## src/hdl/pes_pkg.sv

```systemverilog
// Shared types and constants for the packed element store.
`default_nettype none
package pes_pkg;

  localparam int WORD_W  = 64;
  localparam int CMD_W   = 2;
  localparam int IDX_W   = 10;
  localparam int POS_W   = 16;
  localparam int OFF_W   = 6;
  localparam int WIDTH_W = 7;
  localparam int COUNT_W = 11;
  localparam int CFG_IDX_W  = 1;
  localparam int CFG_DATA_W = 11;

  localparam logic [CMD_W-1:0] CMD_READ  = 2'd0;
  localparam logic [CMD_W-1:0] CMD_WRITE = 2'd1;
  localparam logic [CMD_W-1:0] CMD_CLEAR = 2'd2;

  localparam logic [CFG_IDX_W-1:0] CFG_ALPHABET_SIZE = 1'b0;
  localparam logic [CFG_IDX_W-1:0] CFG_ELEMENT_COUNT = 1'b1;

  localparam logic [WIDTH_W-1:0] WIDTH_MAX = 7'd64;

  typedef struct packed {
    logic load_item;
    logic load_pos;
    logic exec;
    logic clr_step;
    logic load_out;
  } ctrl_cmd_t;

  typedef struct packed {
    logic in_clear;
    logic clr_last;
    logic out_full;
  } ctrl_status_t;

endpackage
`default_nettype wire

```

## src/hdl/pes_ctrl.sv

```systemverilog
// Sequencing state machine of the packed element store.
`default_nettype none
module pes_ctrl (
  input  wire logic                  clk,
  input  wire logic                  rst,
  input  wire logic                  in_valid,
  output logic                       in_ready,
  input  wire pes_pkg::ctrl_status_t status_in,
  output pes_pkg::ctrl_cmd_t         cmd
);

  localparam logic [2:0] ST_IDLE   = 3'd0;
  localparam logic [2:0] ST_POS    = 3'd1;
  localparam logic [2:0] ST_READ   = 3'd2;
  localparam logic [2:0] ST_EXEC   = 3'd3;
  localparam logic [2:0] ST_FINISH = 3'd4;
  localparam logic [2:0] ST_CLEAR  = 3'd5;

  logic [2:0] state, state_next;
  logic       report, report_next;

  always_ff @(posedge clk) begin
    if (rst) begin
      state  <= ST_CLEAR;
      report <= 1'b0;
    end else begin
      state  <= state_next;
      report <= report_next;
    end
  end

  always_comb begin
    cmd         = '0;
    state_next  = state;
    report_next = report;
    in_ready    = (state == ST_IDLE);
    unique case (state)
      ST_IDLE: begin
        if (in_valid) begin
          cmd.load_item = 1'b1;
          if (status_in.in_clear) begin
            state_next  = ST_CLEAR;
            report_next = 1'b1;
          end else begin
            state_next = ST_POS;
          end
        end
      end
      ST_POS: begin
        cmd.load_pos = 1'b1;
        state_next   = ST_READ;
      end
      ST_READ: begin
        state_next = ST_EXEC;
      end
      ST_EXEC: begin
        cmd.exec   = 1'b1;
        state_next = ST_FINISH;
      end
      ST_FINISH: begin
        if (!status_in.out_full) begin
          cmd.load_out = 1'b1;
          state_next   = ST_IDLE;
        end
      end
      ST_CLEAR: begin
        cmd.clr_step = 1'b1;
        if (status_in.clr_last) begin
          state_next  = report ? ST_FINISH : ST_IDLE;
          report_next = 1'b0;
        end
      end
      default: begin
        state_next = ST_IDLE;
      end
    endcase
  end

endmodule
`default_nettype wire

```

## config.mk

```make
export PLATFORM = sky130hd
export DESIGN_NAME = pes_ctrl
export DESIGN_NICKNAME = d
export VERILOG_FILES = /design/src/hdl/pes_pkg.sv /design/src/hdl/pes_ctrl.sv
export SDC_FILE = /design/constraint.sdc
export NUM_CORES = 1
export LEC_CHECK = 0
export BUFFER_PORTS_ARGS = -buffer_cell sky130_fd_sc_hd__buf_2
export CORE_AREA = 2 2 39 41
export CTS_CLUSTER_DIAMETER = 60
export DETAILED_ROUTE_END_ITERATION = 12
export DIE_AREA = 0 0 41 43
export PLACE_DENSITY = 0.48
export RECOVER_POWER = 50
export SLEW_MARGIN = 40
export SYNTH_ARGS = -nofsm -noshare
export SYNTH_HDL_FRONTEND = slang
export SYNTH_SLANG_ARGS = --single-unit
```

## constraint.sdc

```tcl
create_clock -name clk -period 1.7 [get_ports clk]
set_input_delay 0 -clock clk [delete_from_list [all_inputs] [get_ports clk]]
set_output_delay 0 -clock clk [all_outputs]
set_load 0.02 [all_outputs]
```

==> key figures <==
Power
  • Clock power share: 0.362
  • Leak: about 0.16 nW
  • PwrDens: a little under 900 nW/um2
  • Overall power: 0.000321 W
  • Combinational power share: 0.248
  • NetSw: slightly above 0.0001 W
  • Seq pwr share: 0.390
  • Power Internal: 0.000220 W
  • VDD IR max: between 0.5 and 0.6 mV
  • Switch share: 0.314

Floorplanning
  • Die width: about 41 um
  • Rows: 14
  • I/O pin total: 12
  • Core Box Area: about 1400 um2
  • Initial core utilization: 0.178
  • Die Y: roughly 43 um
  • Full die area: roughly 1800 um2

Worst setup path
  • Required time of the critical path: around 1.9 ns
  • Crit-path cells: nor3_4 > nand3_2 > a221oi_2 > dlygate4sd3_1
  • CP peak stage delay: 0.57 ns
  • Buf/Inv on CP: 1
  • CP Capture Type: flip-flop
  • CP max-delay cell: dlygate4sd3_1
  • Crit path max fanout: 8
  • Crit Path Category: reg -> reg
  • CP Launch Type: flip-flop
  • Crit-path leading delay family: buffers and inverters
  • CP Data Arrival Time: ~1.8 ns

Layout
  • Number of antenna diodes: 0
  • Filler cells: 151
  • Number of standard cells in the final layout excluding fillers: 57
  • Layout net count: 49
  • Synth-to-Final Area Change: 45.7%
  • Post-Route Utilization: 0.259
  • Share of layout cells above drive strength 1: 0.463

Synthesis
  • Sequential share of the synthesized area: 0.325
  • Mean Syn Cell Area: around 9.5 um2
  • #FFs+latches synth: 4
  • Cells after Synth: 26
  • Synth Cell Area: approximately 250 um2
  • Yosys warnings: 0
  • Syn nets: 32
  • Synth unique cells: 20

Routing
  • DR vias/cell: between 4 and 5
  • Routed wire length: between 500 and 600 um
  • # DRC: 0
  • Wire per inst: slightly above 10 um
  • DR vias: 240
  • Post-route ant nets: 0
  • DR iter-0 viols: 1
  • Pre-antenna DRT Iters: 2

Timing
  • Clock skew: between 0.008 and 0.009 ns
  • Final Hold Vio Count: 0
  • RSZ-0062 raised after global routing: false
  • Setup-failing EPs final: 0
  • Setup TNS: 0 ns
  • Slew Viols, Final: 0
  • Tcrit/Tclk final: 0.940
  • Worst Tran Pin Value: approximately 0.36 ns
  • F_max: between 600 and 700 MHz
  • Minimum clock period: about 1.6 ns
  • Max-slew headroom: 0.761

Placed design
  • Port bufs: 11
  • GP Congestion: ~0.7
  • Number of instances in the placed design: 51
  • Post-DP HPWL: 407 um

CTS
  • Clock transition at the registers of the reported paths: around 0.040 ns
  • Max Root-Sink Buffers: 2
  • Clock tree sinks: 4
  • Skew-Pair Late Insertion Delay: 0.24 ns
  • TritonCTS Buffers: 3
  • CTS tree: yes
  • Clk root buf: clkbuf_4
  • CTS H-tree lvls: 1

Worst hold path
  • Worst hold-check path type: in -> reg

GRT
  • Global-route wire length before repair: about 960 um
  • Congestion Overflow GR: 0
  • Largest net degree at the start of global routing: 10
  • Tot GR Track Use: 0.0832
  • Vias in the first global route: 220
  • Antenna violations before repair: 0

Flow run
  • Max cap viols: 0

Run status
  • Status: finished, final reports clean
-- worst paths after layout --
| check | startpoint | depth (start not counted) | slack (ns) | to |
|---|---|---|---|---|
| setup / recovery | state[2] | 4 | 0.10 | report |
| hold / removal | status_in[2] | 3 | 0.04 | state[2] |
| setup reg to reg | state[2] | 4 | 0.10 | report |
| hold reg to reg | report | 2 | 0.47 | state[2] |
-- cells in the final DEF (no fill, tap or decap) --
| cell type | count |
|---|---|
| buf_2 | 11 |
| inv_1 | 3 |
| clkbuf_4 | 3 |
| dlygate4sd3_1 | 3 |
| dfxtp_1 | 3 |
| and3b_1 | 2 |
| nor3_1 | 2 |
| nor3b_1 | 1 |
| nor3_4 | 1 |
| nor4b_1 | 1 |
| and2_2 | 1 |
| nor2_1 | 1 |
| a211o_1 | 1 |
| xnor2_1 | 1 |
| nand2_1 | 1 |
| o2111ai_1 | 1 |
| nand3_2 | 1 |
| a211oi_1 | 1 |
| nand3_1 | 1 |
| a221oi_2 | 1 |
| dfxtp_2 | 1 |
-- state kept, by name, summed over array words and instances, names as in the netlist --
signal	count
report	1
state	3
-- cell families after synthesis --
family	after synthesis	synth area share
AO/OA/AOI/OAI	4	0.183
XOR/XNOR	1	0.0355
buffers and inverters	5	0.112
flip-flops	4	0.325
AND/OR/NAND/NOR	12	0.345
-- cell type report --
class | instances | area, um2 | area share
tap | 16 | 20.0 | 0.0557
clock buffer | 3 | 22.5 | 0.0627
timing repair buffer | 14 | 85.1 | 0.237
sequential | 4 | 81.3 | 0.226
inverter | 3 | 11.3 | 0.0314
multi-input combinational | 17 | 139 | 0.387
-- power by group through the flow --
| stage | Sequential, W | Combinational [W] | Clock [W] |
|---|---|---|---|
| global route | 0.000128 | 0.0000879 | 0.000128 |
| floorplan | 0.000111 | 0.0000667 | 0 |
| detailed placement | 0.000123 | 0.0000772 | 0 |
| CTS | 0.000122 | 0.0000822 | 0.000121 |
| finish | 0.000125 | 0.0000797 | 0.000116 |
| global placement | 0.000124 | 0.0000773 | 0 |
-- synthesized netlist by cell type, drive strengths merged --
| cell type | count | area (um2) |
|---|---|---|
| a211o | 1 | 8.76 |
| nand3 | 2 | 15.0 |
| and3b | 2 | 18.8 |
| nor2 | 1 | 3.75 |
| nand2 | 1 | 3.75 |
| a221oi | 1 | 15.0 |
| nor3 | 3 | 20.0 |
| and2 | 1 | 7.51 |
| xnor2 | 1 | 8.76 |
| nor4b | 1 | 8.76 |
| nor3b | 1 | 7.51 |
| o2111ai | 1 | 8.76 |
| a211oi | 1 | 12.5 |
| buf | 2 | 16.3 |
| dfxtp | 4 | 80.1 |
| inv | 3 | 11.3 |
-- tightest hold or removal path, delay by kind of cell --
family | cells | cell delay [ns]
AND/OR/NAND/NOR | 2 | 0.16
buffers and inverters | 1 | 0.08
-- layer usage --
metal,global-route usage,routed length (um),share of wire,up-vias
met5,0,0,0,-
met2,0.100,247,0.43,7
met3,0.0628,42,0.073,0
met4,0.0200,0,0,0
li1,-,-,-,125
met1,0.115,286,0.50,108
-- through the flow --
step	worst slack (ns)	hold slack (ns)	cell area, um2
after floorplan	0.476	0.0662	246
after global placement	0.516	0.236	305
after detailed placement	0.525	0.232	305
after CTS	0.0559	0.0311	358
after global routing	0.0000850	0.0506	359
final	0.101	0.0405	359
-- repair_timing --
item                                    4_1_cts  5_1_grt
buffers inserted                              0        0
gates resized for setup                       0        2
endpoints found under the hold margin         2        0
hold buffers                                  3        0
endpoints found under the setup margin        0        1
Note: power is estimated with default switching activity, not from simulation.
